**src/design/des_pkg.sv**
```systemverilog
// DES package: permutation tables, S-boxes, key rotation amounts and the
// combinational helpers (IP, FP, E, P, PC-1, PC-2, round function).
// No dependencies; used by des_round, des_block_encrypt_core and the checker.
`default_nettype none

package des_pkg;

    localparam int DES_ROUNDS  = 16;
    localparam int DES_CNT_W   = $clog2(DES_ROUNDS + 1);

    localparam logic [6:0] DES_IP_TAB [64] = '{
        7'd58, 7'd50, 7'd42, 7'd34, 7'd26, 7'd18, 7'd10, 7'd2,
        7'd60, 7'd52, 7'd44, 7'd36, 7'd28, 7'd20, 7'd12, 7'd4,
        7'd62, 7'd54, 7'd46, 7'd38, 7'd30, 7'd22, 7'd14, 7'd6,
        7'd64, 7'd56, 7'd48, 7'd40, 7'd32, 7'd24, 7'd16, 7'd8,
        7'd57, 7'd49, 7'd41, 7'd33, 7'd25, 7'd17, 7'd9,  7'd1,
        7'd59, 7'd51, 7'd43, 7'd35, 7'd27, 7'd19, 7'd11, 7'd3,
        7'd61, 7'd53, 7'd45, 7'd37, 7'd29, 7'd21, 7'd13, 7'd5,
        7'd63, 7'd55, 7'd47, 7'd39, 7'd31, 7'd23, 7'd15, 7'd7
    };

    localparam logic [6:0] DES_FP_TAB [64] = '{
        7'd40, 7'd8, 7'd48, 7'd16, 7'd56, 7'd24, 7'd64, 7'd32,
        7'd39, 7'd7, 7'd47, 7'd15, 7'd55, 7'd23, 7'd63, 7'd31,
        7'd38, 7'd6, 7'd46, 7'd14, 7'd54, 7'd22, 7'd62, 7'd30,
        7'd37, 7'd5, 7'd45, 7'd13, 7'd53, 7'd21, 7'd61, 7'd29,
        7'd36, 7'd4, 7'd44, 7'd12, 7'd52, 7'd20, 7'd60, 7'd28,
        7'd35, 7'd3, 7'd43, 7'd11, 7'd51, 7'd19, 7'd59, 7'd27,
        7'd34, 7'd2, 7'd42, 7'd10, 7'd50, 7'd18, 7'd58, 7'd26,
        7'd33, 7'd1, 7'd41, 7'd9,  7'd49, 7'd17, 7'd57, 7'd25
    };

    localparam logic [5:0] DES_E_TAB [48] = '{
        6'd32, 6'd1,  6'd2,  6'd3,  6'd4,  6'd5,
        6'd4,  6'd5,  6'd6,  6'd7,  6'd8,  6'd9,
        6'd8,  6'd9,  6'd10, 6'd11, 6'd12, 6'd13,
        6'd12, 6'd13, 6'd14, 6'd15, 6'd16, 6'd17,
        6'd16, 6'd17, 6'd18, 6'd19, 6'd20, 6'd21,
        6'd20, 6'd21, 6'd22, 6'd23, 6'd24, 6'd25,
        6'd24, 6'd25, 6'd26, 6'd27, 6'd28, 6'd29,
        6'd28, 6'd29, 6'd30, 6'd31, 6'd32, 6'd1
    };

    localparam logic [5:0] DES_P_TAB [32] = '{
        6'd16, 6'd7,  6'd20, 6'd21, 6'd29, 6'd12, 6'd28, 6'd17,
        6'd1,  6'd15, 6'd23, 6'd26, 6'd5,  6'd18, 6'd31, 6'd10,
        6'd2,  6'd8,  6'd24, 6'd14, 6'd32, 6'd27, 6'd3,  6'd9,
        6'd19, 6'd13, 6'd30, 6'd6,  6'd22, 6'd11, 6'd4,  6'd25
    };

    localparam logic [6:0] DES_PC1_TAB [56] = '{
        7'd57, 7'd49, 7'd41, 7'd33, 7'd25, 7'd17, 7'd9,
        7'd1,  7'd58, 7'd50, 7'd42, 7'd34, 7'd26, 7'd18,
        7'd10, 7'd2,  7'd59, 7'd51, 7'd43, 7'd35, 7'd27,
        7'd19, 7'd11, 7'd3,  7'd60, 7'd52, 7'd44, 7'd36,
        7'd63, 7'd55, 7'd47, 7'd39, 7'd31, 7'd23, 7'd15,
        7'd7,  7'd62, 7'd54, 7'd46, 7'd38, 7'd30, 7'd22,
        7'd14, 7'd6,  7'd61, 7'd53, 7'd45, 7'd37, 7'd29,
        7'd21, 7'd13, 7'd5,  7'd28, 7'd20, 7'd12, 7'd4
    };

    localparam logic [5:0] DES_PC2_TAB [48] = '{
        6'd14, 6'd17, 6'd11, 6'd24, 6'd1,  6'd5,
        6'd3,  6'd28, 6'd15, 6'd6,  6'd21, 6'd10,
        6'd23, 6'd19, 6'd12, 6'd4,  6'd26, 6'd8,
        6'd16, 6'd7,  6'd27, 6'd20, 6'd13, 6'd2,
        6'd41, 6'd52, 6'd31, 6'd37, 6'd47, 6'd55,
        6'd30, 6'd40, 6'd51, 6'd45, 6'd33, 6'd48,
        6'd44, 6'd49, 6'd39, 6'd56, 6'd34, 6'd53,
        6'd46, 6'd42, 6'd50, 6'd36, 6'd29, 6'd32
    };

    // Cumulative left rotation of C and D before each round's PC-2
    localparam logic [4:0] DES_ROT_SUM [DES_ROUNDS] = '{
        5'd1,  5'd2,  5'd4,  5'd6,  5'd8,  5'd10, 5'd12, 5'd14,
        5'd15, 5'd17, 5'd19, 5'd21, 5'd23, 5'd25, 5'd27, 5'd28
    };

    localparam logic [3:0] DES_SBOX [8][64] = '{
        '{4'd14, 4'd4,  4'd13, 4'd1,  4'd2,  4'd15, 4'd11, 4'd8,
          4'd3,  4'd10, 4'd6,  4'd12, 4'd5,  4'd9,  4'd0,  4'd7,
          4'd0,  4'd15, 4'd7,  4'd4,  4'd14, 4'd2,  4'd13, 4'd1,
          4'd10, 4'd6,  4'd12, 4'd11, 4'd9,  4'd5,  4'd3,  4'd8,
          4'd4,  4'd1,  4'd14, 4'd8,  4'd13, 4'd6,  4'd2,  4'd11,
          4'd15, 4'd12, 4'd9,  4'd7,  4'd3,  4'd10, 4'd5,  4'd0,
          4'd15, 4'd12, 4'd8,  4'd2,  4'd4,  4'd9,  4'd1,  4'd7,
          4'd5,  4'd11, 4'd3,  4'd14, 4'd10, 4'd0,  4'd6,  4'd13},
        '{4'd15, 4'd1,  4'd8,  4'd14, 4'd6,  4'd11, 4'd3,  4'd4,
          4'd9,  4'd7,  4'd2,  4'd13, 4'd12, 4'd0,  4'd5,  4'd10,
          4'd3,  4'd13, 4'd4,  4'd7,  4'd15, 4'd2,  4'd8,  4'd14,
          4'd12, 4'd0,  4'd1,  4'd10, 4'd6,  4'd9,  4'd11, 4'd5,
          4'd0,  4'd14, 4'd7,  4'd11, 4'd10, 4'd4,  4'd13, 4'd1,
          4'd5,  4'd8,  4'd12, 4'd6,  4'd9,  4'd3,  4'd2,  4'd15,
          4'd13, 4'd8,  4'd10, 4'd1,  4'd3,  4'd15, 4'd4,  4'd2,
          4'd11, 4'd6,  4'd7,  4'd12, 4'd0,  4'd5,  4'd14, 4'd9},
        '{4'd10, 4'd0,  4'd9,  4'd14, 4'd6,  4'd3,  4'd15, 4'd5,
          4'd1,  4'd13, 4'd12, 4'd7,  4'd11, 4'd4,  4'd2,  4'd8,
          4'd13, 4'd7,  4'd0,  4'd9,  4'd3,  4'd4,  4'd6,  4'd10,
          4'd2,  4'd8,  4'd5,  4'd14, 4'd12, 4'd11, 4'd15, 4'd1,
          4'd13, 4'd6,  4'd4,  4'd9,  4'd8,  4'd15, 4'd3,  4'd0,
          4'd11, 4'd1,  4'd2,  4'd12, 4'd5,  4'd10, 4'd14, 4'd7,
          4'd1,  4'd10, 4'd13, 4'd0,  4'd6,  4'd9,  4'd8,  4'd7,
          4'd4,  4'd15, 4'd14, 4'd3,  4'd11, 4'd5,  4'd2,  4'd12},
        '{4'd7,  4'd13, 4'd14, 4'd3,  4'd0,  4'd6,  4'd9,  4'd10,
          4'd1,  4'd2,  4'd8,  4'd5,  4'd11, 4'd12, 4'd4,  4'd15,
          4'd13, 4'd8,  4'd11, 4'd5,  4'd6,  4'd15, 4'd0,  4'd3,
          4'd4,  4'd7,  4'd2,  4'd12, 4'd1,  4'd10, 4'd14, 4'd9,
          4'd10, 4'd6,  4'd9,  4'd0,  4'd12, 4'd11, 4'd7,  4'd13,
          4'd15, 4'd1,  4'd3,  4'd14, 4'd5,  4'd2,  4'd8,  4'd4,
          4'd3,  4'd15, 4'd0,  4'd6,  4'd10, 4'd1,  4'd13, 4'd8,
          4'd9,  4'd4,  4'd5,  4'd11, 4'd12, 4'd7,  4'd2,  4'd14},
        '{4'd2,  4'd12, 4'd4,  4'd1,  4'd7,  4'd10, 4'd11, 4'd6,
          4'd8,  4'd5,  4'd3,  4'd15, 4'd13, 4'd0,  4'd14, 4'd9,
          4'd14, 4'd11, 4'd2,  4'd12, 4'd4,  4'd7,  4'd13, 4'd1,
          4'd5,  4'd0,  4'd15, 4'd10, 4'd3,  4'd9,  4'd8,  4'd6,
          4'd4,  4'd2,  4'd1,  4'd11, 4'd10, 4'd13, 4'd7,  4'd8,
          4'd15, 4'd9,  4'd12, 4'd5,  4'd6,  4'd3,  4'd0,  4'd14,
          4'd11, 4'd8,  4'd12, 4'd7,  4'd1,  4'd14, 4'd2,  4'd13,
          4'd6,  4'd15, 4'd0,  4'd9,  4'd10, 4'd4,  4'd5,  4'd3},
        '{4'd12, 4'd1,  4'd10, 4'd15, 4'd9,  4'd2,  4'd6,  4'd8,
          4'd0,  4'd13, 4'd3,  4'd4,  4'd14, 4'd7,  4'd5,  4'd11,
          4'd10, 4'd15, 4'd4,  4'd2,  4'd7,  4'd12, 4'd9,  4'd5,
          4'd6,  4'd1,  4'd13, 4'd14, 4'd0,  4'd11, 4'd3,  4'd8,
          4'd9,  4'd14, 4'd15, 4'd5,  4'd2,  4'd8,  4'd12, 4'd3,
          4'd7,  4'd0,  4'd4,  4'd10, 4'd1,  4'd13, 4'd11, 4'd6,
          4'd4,  4'd3,  4'd2,  4'd12, 4'd9,  4'd5,  4'd15, 4'd10,
          4'd11, 4'd14, 4'd1,  4'd7,  4'd6,  4'd0,  4'd8,  4'd13},
        '{4'd4,  4'd11, 4'd2,  4'd14, 4'd15, 4'd0,  4'd8,  4'd13,
          4'd3,  4'd12, 4'd9,  4'd7,  4'd5,  4'd10, 4'd6,  4'd1,
          4'd13, 4'd0,  4'd11, 4'd7,  4'd4,  4'd9,  4'd1,  4'd10,
          4'd14, 4'd3,  4'd5,  4'd12, 4'd2,  4'd15, 4'd8,  4'd6,
          4'd1,  4'd4,  4'd11, 4'd13, 4'd12, 4'd3,  4'd7,  4'd14,
          4'd10, 4'd15, 4'd6,  4'd8,  4'd0,  4'd5,  4'd9,  4'd2,
          4'd6,  4'd11, 4'd13, 4'd8,  4'd1,  4'd4,  4'd10, 4'd7,
          4'd9,  4'd5,  4'd0,  4'd15, 4'd14, 4'd2,  4'd3,  4'd12},
        '{4'd13, 4'd2,  4'd8,  4'd4,  4'd6,  4'd15, 4'd11, 4'd1,
          4'd10, 4'd9,  4'd3,  4'd14, 4'd5,  4'd0,  4'd12, 4'd7,
          4'd1,  4'd15, 4'd13, 4'd8,  4'd10, 4'd3,  4'd7,  4'd4,
          4'd12, 4'd5,  4'd6,  4'd11, 4'd0,  4'd14, 4'd9,  4'd2,
          4'd7,  4'd11, 4'd4,  4'd1,  4'd9,  4'd12, 4'd14, 4'd2,
          4'd0,  4'd6,  4'd10, 4'd13, 4'd15, 4'd3,  4'd5,  4'd8,
          4'd2,  4'd1,  4'd14, 4'd7,  4'd4,  4'd10, 4'd8,  4'd13,
          4'd15, 4'd12, 4'd9,  4'd0,  4'd3,  4'd5,  4'd6,  4'd11}
    };

    // Table entries count from 1 at the MSB of the source word
    function automatic logic [63:0] des_ip(input logic [63:0] v);
        logic [63:0] r;
        for (int i = 0; i < 64; i++)
        begin
            r[63 - i] = v[64 - DES_IP_TAB[i]];
        end
        return r;
    endfunction

    function automatic logic [63:0] des_fp(input logic [63:0] v);
        logic [63:0] r;
        for (int i = 0; i < 64; i++)
        begin
            r[63 - i] = v[64 - DES_FP_TAB[i]];
        end
        return r;
    endfunction

    function automatic logic [47:0] des_e(input logic [31:0] v);
        logic [47:0] r;
        for (int i = 0; i < 48; i++)
        begin
            r[47 - i] = v[32 - DES_E_TAB[i]];
        end
        return r;
    endfunction

    function automatic logic [31:0] des_p(input logic [31:0] v);
        logic [31:0] r;
        for (int i = 0; i < 32; i++)
        begin
            r[31 - i] = v[32 - DES_P_TAB[i]];
        end
        return r;
    endfunction

    function automatic logic [55:0] des_pc1(input logic [63:0] v);
        logic [55:0] r;
        for (int i = 0; i < 56; i++)
        begin
            r[55 - i] = v[64 - DES_PC1_TAB[i]];
        end
        return r;
    endfunction

    function automatic logic [47:0] des_pc2(input logic [55:0] v);
        logic [47:0] r;
        for (int i = 0; i < 48; i++)
        begin
            r[47 - i] = v[56 - DES_PC2_TAB[i]];
        end
        return r;
    endfunction

    function automatic logic [27:0] des_rotl28(input logic [27:0] h, input logic [4:0] amt);
        logic [55:0] t;
        t = {h, h} << amt;
        return t[55:28];
    endfunction

    // Feistel function: expand, mix subkey, S-boxes, P
    function automatic logic [31:0] des_f(input logic [31:0] r, input logic [47:0] k);
        logic [47:0] x;
        logic [5:0]  six;
        logic [31:0] s;
        x = des_e(r) ^ k;
        for (int i = 0; i < 8; i++)
        begin
            six = x[47 - 6 * i -: 6];
            s[31 - 4 * i -: 4] = DES_SBOX[i][{six[5], six[0], six[4:1]}];
        end
        return des_p(s);
    endfunction

endpackage

`default_nettype wire

```
**src/design/des_round.sv**
```systemverilog
// One Feistel round as a pipeline stage with its own valid bit.
// Depends on des_pkg for the round function.
`default_nettype none

module des_round
    import des_pkg::*;
(
    input  wire logic        clk,
    input  wire logic        rst_n,
    input  wire logic        in_valid,
    output logic             in_ready,
    input  wire logic [31:0] in_l,
    input  wire logic [31:0] in_r,
    input  wire logic [47:0] subkey,
    output logic             out_valid,
    input  wire logic        out_ready,
    output logic [31:0]      out_l,
    output logic [31:0]      out_r
);

    logic        valid_reg;
    logic        valid_next;
    logic [31:0] l_reg;
    logic [31:0] r_reg;
    logic [31:0] l_next;
    logic [31:0] r_next;
    logic        load;

    // Take a new item when empty or when the held one moves on
    assign in_ready = !valid_reg || out_ready;
    assign load     = in_valid && in_ready;

    always_comb
    begin
        valid_next = in_ready ? in_valid : valid_reg;
        l_next     = in_r;
        r_next     = in_l ^ des_f(in_r, subkey);
    end

    always_ff @(posedge clk or negedge rst_n)
    begin
        if (!rst_n)
        begin
            valid_reg <= 1'b0;
        end
        else
        begin
            valid_reg <= valid_next;
        end
    end

    always_ff @(posedge clk)
    begin
        if (load)
        begin
            l_reg <= l_next;
            r_reg <= r_next;
        end
    end

    assign out_valid = valid_reg;
    assign out_l     = l_reg;
    assign out_r     = r_reg;

endmodule

`default_nettype wire

```
**config.mk**
```make
export PLATFORM = sky130hd
export DESIGN_NAME = des_round
export DESIGN_NICKNAME = d
export VERILOG_FILES = /design/src/design/des_pkg.sv /design/src/design/des_round.sv
export SDC_FILE = /design/constraint.sdc
export NUM_CORES = 1
export LEC_CHECK = 0
export ABC_AREA = 1
export BUFFER_PORTS_ARGS = -buffer_cell sky130_fd_sc_hd__buf_4
export CORE_ASPECT_RATIO = 0.75
export CORE_MARGIN = 3
export CORE_UTILIZATION = 35
export DETAILED_ROUTE_END_ITERATION = 8
export SYNTH_ARGS = -nofsm -noshare
export SYNTH_HDL_FRONTEND = slang
export SYNTH_SLANG_ARGS = --single-unit
```
**constraint.sdc**
```tcl
create_clock -name clk -period 8.4 [get_ports clk]
set_input_delay 0.84 -clock clk [delete_from_list [all_inputs] [get_ports clk]]
set_output_delay 0.84 -clock clk [all_outputs]
set_load 0.02 [all_outputs]
```
; Word-level counts from Yosys, hierarchy flattened
; Memory sizes are Yosys's and may differ from the RTL's.
; Cells that the tools add are included.
[op_classes]
muxes = 16
bitwise = 10
n_lt_le_gt_ge = 8
n_reduce_logical = 3
[ops]
columns = operator, n
row1 = 4-bit two-way mux, 16
row2 = 7-bit >= comparator (second input constant), 8
row3 = 6-bit NOT with 7-bit output, 8
row4 = 48-bit XOR, 1
row5 = 32-bit XOR, 1
row6 = 1-bit logical AND, 1
row7 = 1-bit logical NOT, 1
row8 = 1-bit logical OR, 1
[word_totals]
out_inout_bits = 66
memories = 8
regBits = 65
inputBits = 116
word_cells = 48
rom_bits = 2048
[memory_table]
columns = name, depth, word_bits, rd, rd_ports_with_merged_regs, wr, line
row1 = (no name shown), 64, 4, 1, 0, 0, des_pkg.sv:216  ; s[31 - 4 * i -: 4] = DES_SBOX[i][{six[5], six[0], six[4:1]}];
row2 = (no name shown), 64, 4, 1, 0, 0, des_pkg.sv:216
row3 = (no name shown), 64, 4, 1, 0, 0, des_pkg.sv:216
row4 = (no name shown), 64, 4, 1, 0, 0, des_pkg.sv:216
row5 = (no name shown), 64, 4, 1, 0, 0, des_pkg.sv:216
row6 = (no name shown), 64, 4, 1, 0, 0, des_pkg.sv:216
row7 = +2 memories, n/a, n/a, n/a, n/a, n/a, n/a

; Logic depth before layout (Yosys ltp)
; Gate-level depths: netlist of the first run.
[logic_depth]
word_depth = 6
mapped_depth = 15

; Worst setup path before layout of the first run
; Ideal clock, no wire load.
[synth_path]
kind = input-to-reg
from = input port in_valid
to = register l_reg[0], in the netlist out_l[0], enable pin
path_stages = 2
arrival_time_ns = 3.989
path_slack_ns = 3.904
path_buffers = 0
path_cell_list = inv_1 > a21oi_1
[synth_between]
elab_chain_cells = 1
[synth_lines]
columns = item, line
row1 = from (decl), des_round.sv:10  ; input wire logic in_valid,
row2 = 1-bit logical AND, des_round.sv:31  ; assign load = in_valid && in_ready;
row3 = named net load, des_round.sv:27  ; logic load;
row4 = to (signal assigned), des_round.sv:56  ; l_reg <= l_next;
row5 = to (decl), des_round.sv:23  ; logic [31:0] l_reg;
; The timed path passes the listed nets, and every way through them passes these cells.
; A chain may end at the register's enable or synchronous reset.

; Final worst setup path of the first run
[layout_path]
from = input port in_r[13]
to = register r_reg[18], in the netlist out_r[18] (data pin)
[layout_between]
elab_chain_cells = 6
[layout_lines]
columns = item, line
row1 = from (decl), des_round.sv:13  ; input wire logic [31:0] in_r,
row2 = 48-bit XOR, des_pkg.sv:212  ; x = des_e(r) ^ k;
row3 = 6-bit NOT with 7-bit output (not written as such), des_pkg.sv:216
row4 = memory 64 x 4 bit, n/a
row5 = 4-bit two-way mux (not written as such) (2 in series), des_pkg.sv:216
row6 = 32-bit XOR, des_round.sv:37  ; r_next = in_l ^ des_f(in_r, subkey);
row7 = named net r_next[18], des_round.sv:26  ; logic [31:0] r_next;
row8 = to (signal assigned), des_round.sv:57  ; r_reg <= r_next;
row9 = to (decl), des_round.sv:24  ; logic [31:0] r_reg;
; The timed path passes the listed nets, and every way through them passes these cells. The select of a mux whose other input is x is not followed.

==> summary.md, run 1 <==
| Metric | Value |
|---|---|
| Startpoint Class | `input port` |
| Total Nets Final | `1650` |
| CTS resizes | `0` |
| Reg power frac | `28.8%` |
| DR WL/cell | `12.9 um` |
| DR pass1 iterations | `6` |
| Die area | `0.0244 sq mm` |
| Worst Max-Slew Pin Slew | `1.17 ns` |
| FF-to-FF setup slack | `6.27 ns` |
| Hold_buf cts | `0` |
| Final worst-path cycle share | `30.7%` |
| Gate Count Post-Synth | `1306` |
| Hold Slack | `0.270 ns` |
| R2R Path End | `out_r[1]` |
| Largest net degree at the start of global routing | `43` |
| Pleak | `5.39 nW` |
| Synth Area in Adders | `9.85%` |
| Status | `finished clean` |
| CP max stage cell | `nor2_1` |
| Number of synthesized register bits | `65` |
| Synthesis Warnings | `0` |
| Synth Area in Compound Gates | `1.49%` |
| Mux contribution to synthesized area | `0%` |
| Core area | `0.0216 sq mm` |
| Worst-path clk slew | `0.06 ns` |
| Crit path buf inv count | `3` |
| Antenna Violating Nets Remaining | `0` |
| First-pass GRT wire length | `37400 um` |
| Fin crit period | `2.58 ns` |
| Post-Route WL | `22800 um` |
| Max H-tree Level | `3` |
| Hold Fails Final Rpt | `0` |
| R2r worst-path depth | `2` |
| Iteration-0 DRC count of the detailed router | `900` |
| Pins Over Slew Limit | `0` |
| Sequential fraction of the synthesis area | `24.7%` |
| Final setup violation count | `0` |
| Clock power share | `27.2%` |
| Max_slew headroom | `21.6%` |
| Largest family of logic cells by synthesized area | `simple AND/OR/NAND/NOR gates` |
| Crit path cell chain | `buf_4, nand2_1, inv_1, nor2_1, ha_1, inv_1, nand2_1, nand2_1, nand2_1, nand3_1, nand2_1, nand2_1, nand2_1, nand2_1, nand2_1` |
| Clock skew | `0.00770 ns` |
| Reported net switching power | `0.551 mW` |
| Critical Path Max Stage Delay | `0.38 ns` |
| Tot Pwr | `1.40 mW` |
| Area delta synth->final | `23.9%` |
| Layout cells sized above 1 | `14.6%` |
| CP Data Arrival Time | `2.68 ns` |
| Die span in y | `136 um` |
| Most used cell, CP | `nand2_1` |
| Io pins | `182` |
| Clock root buffer | `clkbuf_16` |
| CTS tree | `yes` |
| Simple-Gate Fraction of Synth Area | `50.8%` |
| Initial core utilization | `36.4%` |
| CTS buffer count | `9` |
| Deepest clock path buffer count | `2` |
| Row cnt | `46` |
| Post-DR vias/cell | `4.98` |
| CP max FO | `7` |
| Worst-Skew Late Latency | `0.34 ns` |
| Hold Crit Class | `in2async` |
| Ant. Diodes | `0` |
| Internal power | `0.846 mW` |
| Detailed Place HPWL | `17700 um` |
| Routed via count | `8781` |
| Largest delay contributor family on the critical path | `simple AND/OR/NAND/NOR gates` |
| Max Clk Rate | `387 MHz` |
| Initial antenna violation count | `0` |
| Crit path required time | `8.50 ns` |
| Grt ovf | `0` |
| Final GP Congestion | `0.936` |
| Net Count, Synth | `1484` |
| Setup TNS | `0 ns` |
| CP endpoint kind | `flip-flop` |
| RSZ-0062 raised after global routing | `no` |
| IO buf count | `181` |
| Setup Slack @ Placement | `5.50 ns` |
| Max VDD drop | `0.121 mV` |
| Gate power share | `44.0%` |
| Vias in the first global route | `7663` |
| Power Density | `143 mW/mm^2` |
| Die W | `179 um` |
| Reg-to-Reg Start | `out_valid` |
| Post-Syn Area per Cell | `6.03 sq um` |
| Worst Slack Setup Final | `5.82 ns` |
| GR Util All Layers | `18.8%` |
| Post-CTS setup buffer count | `0` |
| Final core utilization | `45.1%` |
| Number of max-cap violations | `0` |
| Drt drc | `0` |
| CP Class | `in2reg` |
| Post-Synth XOR/XNOR Area | `4.30%` |
| Sink Count | `65` |
| Distinct cell type count after synthesis | `24` |
| Syn Std Cell Area | `0.00788 sq mm` |
| Sw Ratio | `39.4%` |
-- metal layers --
layer / up-vias / GRT usage [%] / part of all wire (%)
li1: 4516 / - / -
met1: 3920 / 27.3 / 47
met2: 335 / 28.0 / 43
met3: 10 / 4.77 / 9.3
met4: 0 / 3.86 / 0.85
met5: - / 0 / 0
-- area by class of cell --
class	instances	area, sq um
Clock buffer	10	229
Multi-Input combinational cell	1066	5240
Inverter	148	556
Tap cell	288	360
Timing Repair Buffer	182	1370
Fill cell	2322	11900
Clock inverter	6	58.8
Sequential cell	65	1950
-- worst register-to-register path: stages (launching register included) --
cell     delay, ns
dfrtp_1       0.42
a21oi_4       0.67
buf_4         0.66
-- cell usage after synthesis, drive strengths merged --
master | n | area, sq um
nand3 | 285 | 1430
nand2 | 636 | 2390
a21oi | 5 | 25.0
nor2 | 11 | 43.8
o21ai | 14 | 70.1
dfrtp | 1 | 25.0
buf | 27 | 143
xor2 | 8 | 100
ha | 62 | 776
o211ai | 1 | 7.51
nand3b | 17 | 128
o21bai | 1 | 7.51
xnor2 | 23 | 239
inv | 146 | 548
a21o | 1 | 7.51
nand4 | 2 | 12.5
edfxtp | 64 | 1920
clkinv | 2 | 7.51
-- layout by cell type, fill, tap and decap left out --
cell type | netlist | layout
inv_2 | 8 | 8
edfxtp_1 | 64 | 64
o211ai_1 | 1 | 1
inv_1 | 138 | 138
nand3_1 | 285 | 285
clkinvlp_4 | 0 | 2
xnor2_2 | 5 | 5
buf_4 | 3 | 182
nand4_1 | 2 | 2
xor2_2 | 4 | 4
xnor2_1 | 18 | 18
nand2_2 | 1 | 1
clkbuf_1 | 0 | 1
a21o_1 | 1 | 1
bufinv_16 | 0 | 1
nor2_2 | 1 | 1
clkinv_1 | 2 | 3
o21bai_1 | 1 | 1
xor2_1 | 4 | 4
clkinv_2 | 0 | 2
a21oi_1 | 5 | 4
nand2_1 | 635 | 635
a21oi_4 | 0 | 1
clkbuf_16 | 0 | 9
nand3b_1 | 17 | 17
o21ai_0 | 14 | 14
ha_1 | 62 | 62
dfrtp_1 | 1 | 1
nor2_1 | 10 | 10
-- state kept, by name, indices dropped and copies added (netlist names) --
name	cells
out_l	32
out_r	32
out_valid	1
-- cell families after synthesis --
group,Yosys count
AO/OA/AOI/OAI,22
XOR/XNOR,31
adder cells (fa/ha/maj),62
buffers and inverters,175
flip-flops,65
AND/OR/NAND/NOR,951
-- worst max-delay path by stage --
stage / startpoint / endpoint / slack, ns / cells after the start
2_1_floorplan: in_valid / out_l[0] / 3.90 / 2
3_3_place_gp: in_r[13] / out_r[18] / 5.49 / 15
3_5_place_dp: in_r[9] / out_r[3] / 5.50 / 16
4_1_cts: in_r[9] / out_r[3] / 5.86 / 16
5_1_grt: subkey[14] / out_r[3] / 5.48 / 16
6_report: in_r[13] / out_r[18] / 5.82 / 15
-- metrics by stage --
stage / cell area, sq um / cells
3_5_place_dp: 9470 / 1749
4_1_cts: 9760 / 1765
6_report: 9760 / 1765
3_3_place_gp: 9470 / 1749
2_1_floorplan: 7880 / 1306
5_1_grt: 9760 / 1765
-- power groups by stage --
stage               Sequential [mW]  Clock (mW)  Combinational (mW)
floorplan                     0.445           0               0.392
global placement              0.409           0               0.608
detailed placement            0.409           0               0.610
CTS                           0.403       0.395               0.613
global route                  0.405       0.407               0.702
finish                        0.402       0.380               0.615
(Power assumes the default switching activity.)
==> run 2, diff against run 1 <==
Clock period 8.4 ns to 2.5 ns, I/O delays scaled along.
==> run 2 against run 1 <==
Net effect: clock power rose to 3.3 times the previous value; clock-buffer cell count rose by 1; critical path type unchanged; combinational power rose to 3.4 times the previous value; flip-flop and latch count did not move.
==> summary.md, run 2 (synthesized netlist as in run 1, its figures left out) <==
| Metric | Value |
|---|---|
| Status | `finished clean` |
| Tot Pwr | `4.73 mW (+240%)` |
| CP Data Arrival Time | `1.85 ns (-0.83 ns)` |
| FF-to-FF setup slack | `0.94 ns (-5.33 ns)` |
| Total Nets Final | `1677 (+1.6%)` |
| Hold depth | `1` |
| Setup TNS | `0 ns (unchanged)` |
| Fin crit period | `1.76 ns` |
| CP Class | `in2reg` |
| Row cnt | `46 (unchanged)` |
| Number of max-cap violations | `0 (unchanged)` |
| Final setup violation count | `0 (unchanged)` |
| CP max FO | `7 (unchanged)` |
| Initial core utilization | `36.4% (unchanged)` |
| Max Clk Rate | `568 MHz` |
| R2R Path End | `out_r[29]` |
| Final core utilization | `46.0% (+0.90 points)` |
| R2r worst-path depth | `2 (unchanged)` |
| Post-Route WL | `22700 um (-0.57%)` |
| Pins Over Slew Limit | `0 (unchanged)` |
| Deepest clock path buffer count | `2 (unchanged)` |
| GR Util All Layers | `18.7% (-0.077 points)` |
| Cell Area, Placed | `0.00967 sq mm (+2.1%)` |
| Vias in the first global route | `7860 (+2.6%)` |
| Worst-path clk slew | `0.06 ns (about the same)` |
| M1 GR Usage | `26.3% (-0.97 points)` |
| CTS tree | `yes` |
| Hold Crit Class | `in2reg` |
| Pleak | `5.52 nW (+2.5%)` |
| Met2 usage | `28.8% (+0.76 points)` |
| IO buf count | `181 (unchanged)` |
| Most used cell, CP | `nand2_1` |
| Die area | `0.0244 sq mm (unchanged)` |
| Commonest non-fill, non-tap cells in the layout | `635 x nand2_1, 285 x nand3_1, 208 x buf_4` |
| Most common cell after layout, fill and taps aside | `nand2_1` |
| Detailed Place HPWL | `17700 um (about the same)` |
| First-pass GRT wire length | `37500 um (+0.33%)` |
| Met3 Track Usage GR | `5.03% (+0.25 points)` |
| Hold Fails Final Rpt | `0 (unchanged)` |
| Antenna Violating Nets Remaining | `0 (unchanged)` |
| Gr busiest metal | `met2` |
| Core area | `0.0216 sq mm (unchanged)` |
| Startpoint Class | `input port` |
| Die W | `179 um (unchanged)` |
| Grt ovf | `0 (unchanged)` |
| Ant. Diodes | `0 (unchanged)` |
| Initial antenna violation count | `0 (unchanged)` |
| Layout cells sized above 1 | `16.0% (+1.4 points)` |
| Critical Path Max Stage Delay | `0.30 ns (-0.08 ns)` |
| Post-DR vias/cell | `4.91 (-1.3%)` |
| Clock skew | `0.00824 ns (+0.000539 ns)` |
| CP max stage cell | `ha_1` |
| Routed via count | `8798 (+0.19%)` |
| CTS buffer count | `9 (unchanged)` |
| Final GP Congestion | `0.936 (about the same)` |
| Clock root buffer | `clkbuf_16` |
| Crit path cell chain | `buf_4, inv_1, nand2_1, nand2_1, inv_1, ha_1, inv_1, nand2_1, nand3_1, nand3_1, nand2_1, nand2_1, nand3_1, nand2_1` |
| Iteration-0 DRC count of the detailed router | `900 (unchanged)` |
| DR pass1 iterations | `6 (unchanged)` |
| Reg-to-Reg Start | `out_valid` |
| Sink Count | `65 (unchanged)` |
| Crit path required time | `2.59 ns (-5.91 ns)` |
| Hold Crit Endpoint | `out_l[9]` |
| Area delta synth->final | `26.4%` |
| Worst Max-Slew Pin Slew | `0.703 ns (-0.465 ns)` |
| DR WL/cell | `12.7 um (-2.0%)` |
| Finished layout cell area | `0.00996 sq mm (+2.0%)` |
| Io pins | `182 (unchanged)` |
| Drt drc | `0 (unchanged)` |
| Max H-tree Level | `3 (unchanged)` |
| Largest net degree at the start of global routing | `46 (+7.0%)` |
| Die span in y | `136 um (unchanged)` |
| Max_slew headroom | `52.8% (+31 points)` |
| Final worst-path cycle share | `70.4%` |
| HP Start | `in_r[9]` |
| Worst-Skew Late Latency | `0.34 ns (about the same)` |
| RSZ-0062 raised after global routing | `no` |
| Max VDD drop | `0.267 mV (+120%)` |
| CTS resizes | `0 (unchanged)` |
| CP endpoint kind | `flip-flop` |
| Power Density | `475 mW/mm^2 (+230%)` |
[run 2: power by group]
group | internal (mW) | leakage, nW | switching, mW
clock | 0.762 | 0.139 | 0.491
combinational | 0.801 | 4.76 | 1.32
sequential | 1.33 | 0.623 | 0.0246
[run 2: worst max-delay path: cells and delay by family]
kind	cells	cell delay (ns)
fa+ha+maj	1	0.30
simple gates	9	0.85
buf+inv	4	0.46
[run 2: worst max-delay path by stage]
stage | startpoint | end | slack (ns)
2_1_floorplan | out_valid | out_l[0] | 0.48
3_3_place_gp | in_r[8] | out_r[3] | 0.42
3_5_place_dp | in_r[17] | out_r[22] | 0.38
4_1_cts | in_r[17] | out_r[22] | 0.75
5_1_grt | in_r[17] | out_r[31] | 0.52
6_report | in_r[17] | out_r[22] | 0.74
[run 2: timing repair]
item                                   CTS  global route
hold buffers                             1             0
endpoints found under the hold margin    1             0
setup buffers                            0             0
[run 2: area by class of cell]
cell class | instances | area [sq um]
Tap cell | 288 | 360
Inverter | 148 | 556
Timing Repair Buffer | 209 | 1570
Multi-Input combinational cell | 1066 | 5240
Clock buffer | 11 | 233
Sequential cell | 65 | 1950
Clock inverter | 4 | 45.0
Fill cell | 2249 | 11700
[run 2: routing by layer]
metal / wire [um] / vias up
met3: 1980 / 21
met4: 278 / 0
met2: 9650 / 328
met1: 10800 / 3886
met5: 0 / -
li1: - / 4563
[run 2: per-stage QoR]
stage | worst slack [ns] | hold WS [ns] | cells
2_1_floorplan | 0.479 | -0.0456 | 1306
3_3_place_gp | 0.422 | 0.0257 | 1775
3_5_place_dp | 0.384 | 0.0263 | 1775
4_1_cts | 0.753 | 0.0825 | 1791
5_1_grt | 0.524 | 0.0881 | 1791
6_report | 0.741 | 0.103 | 1791
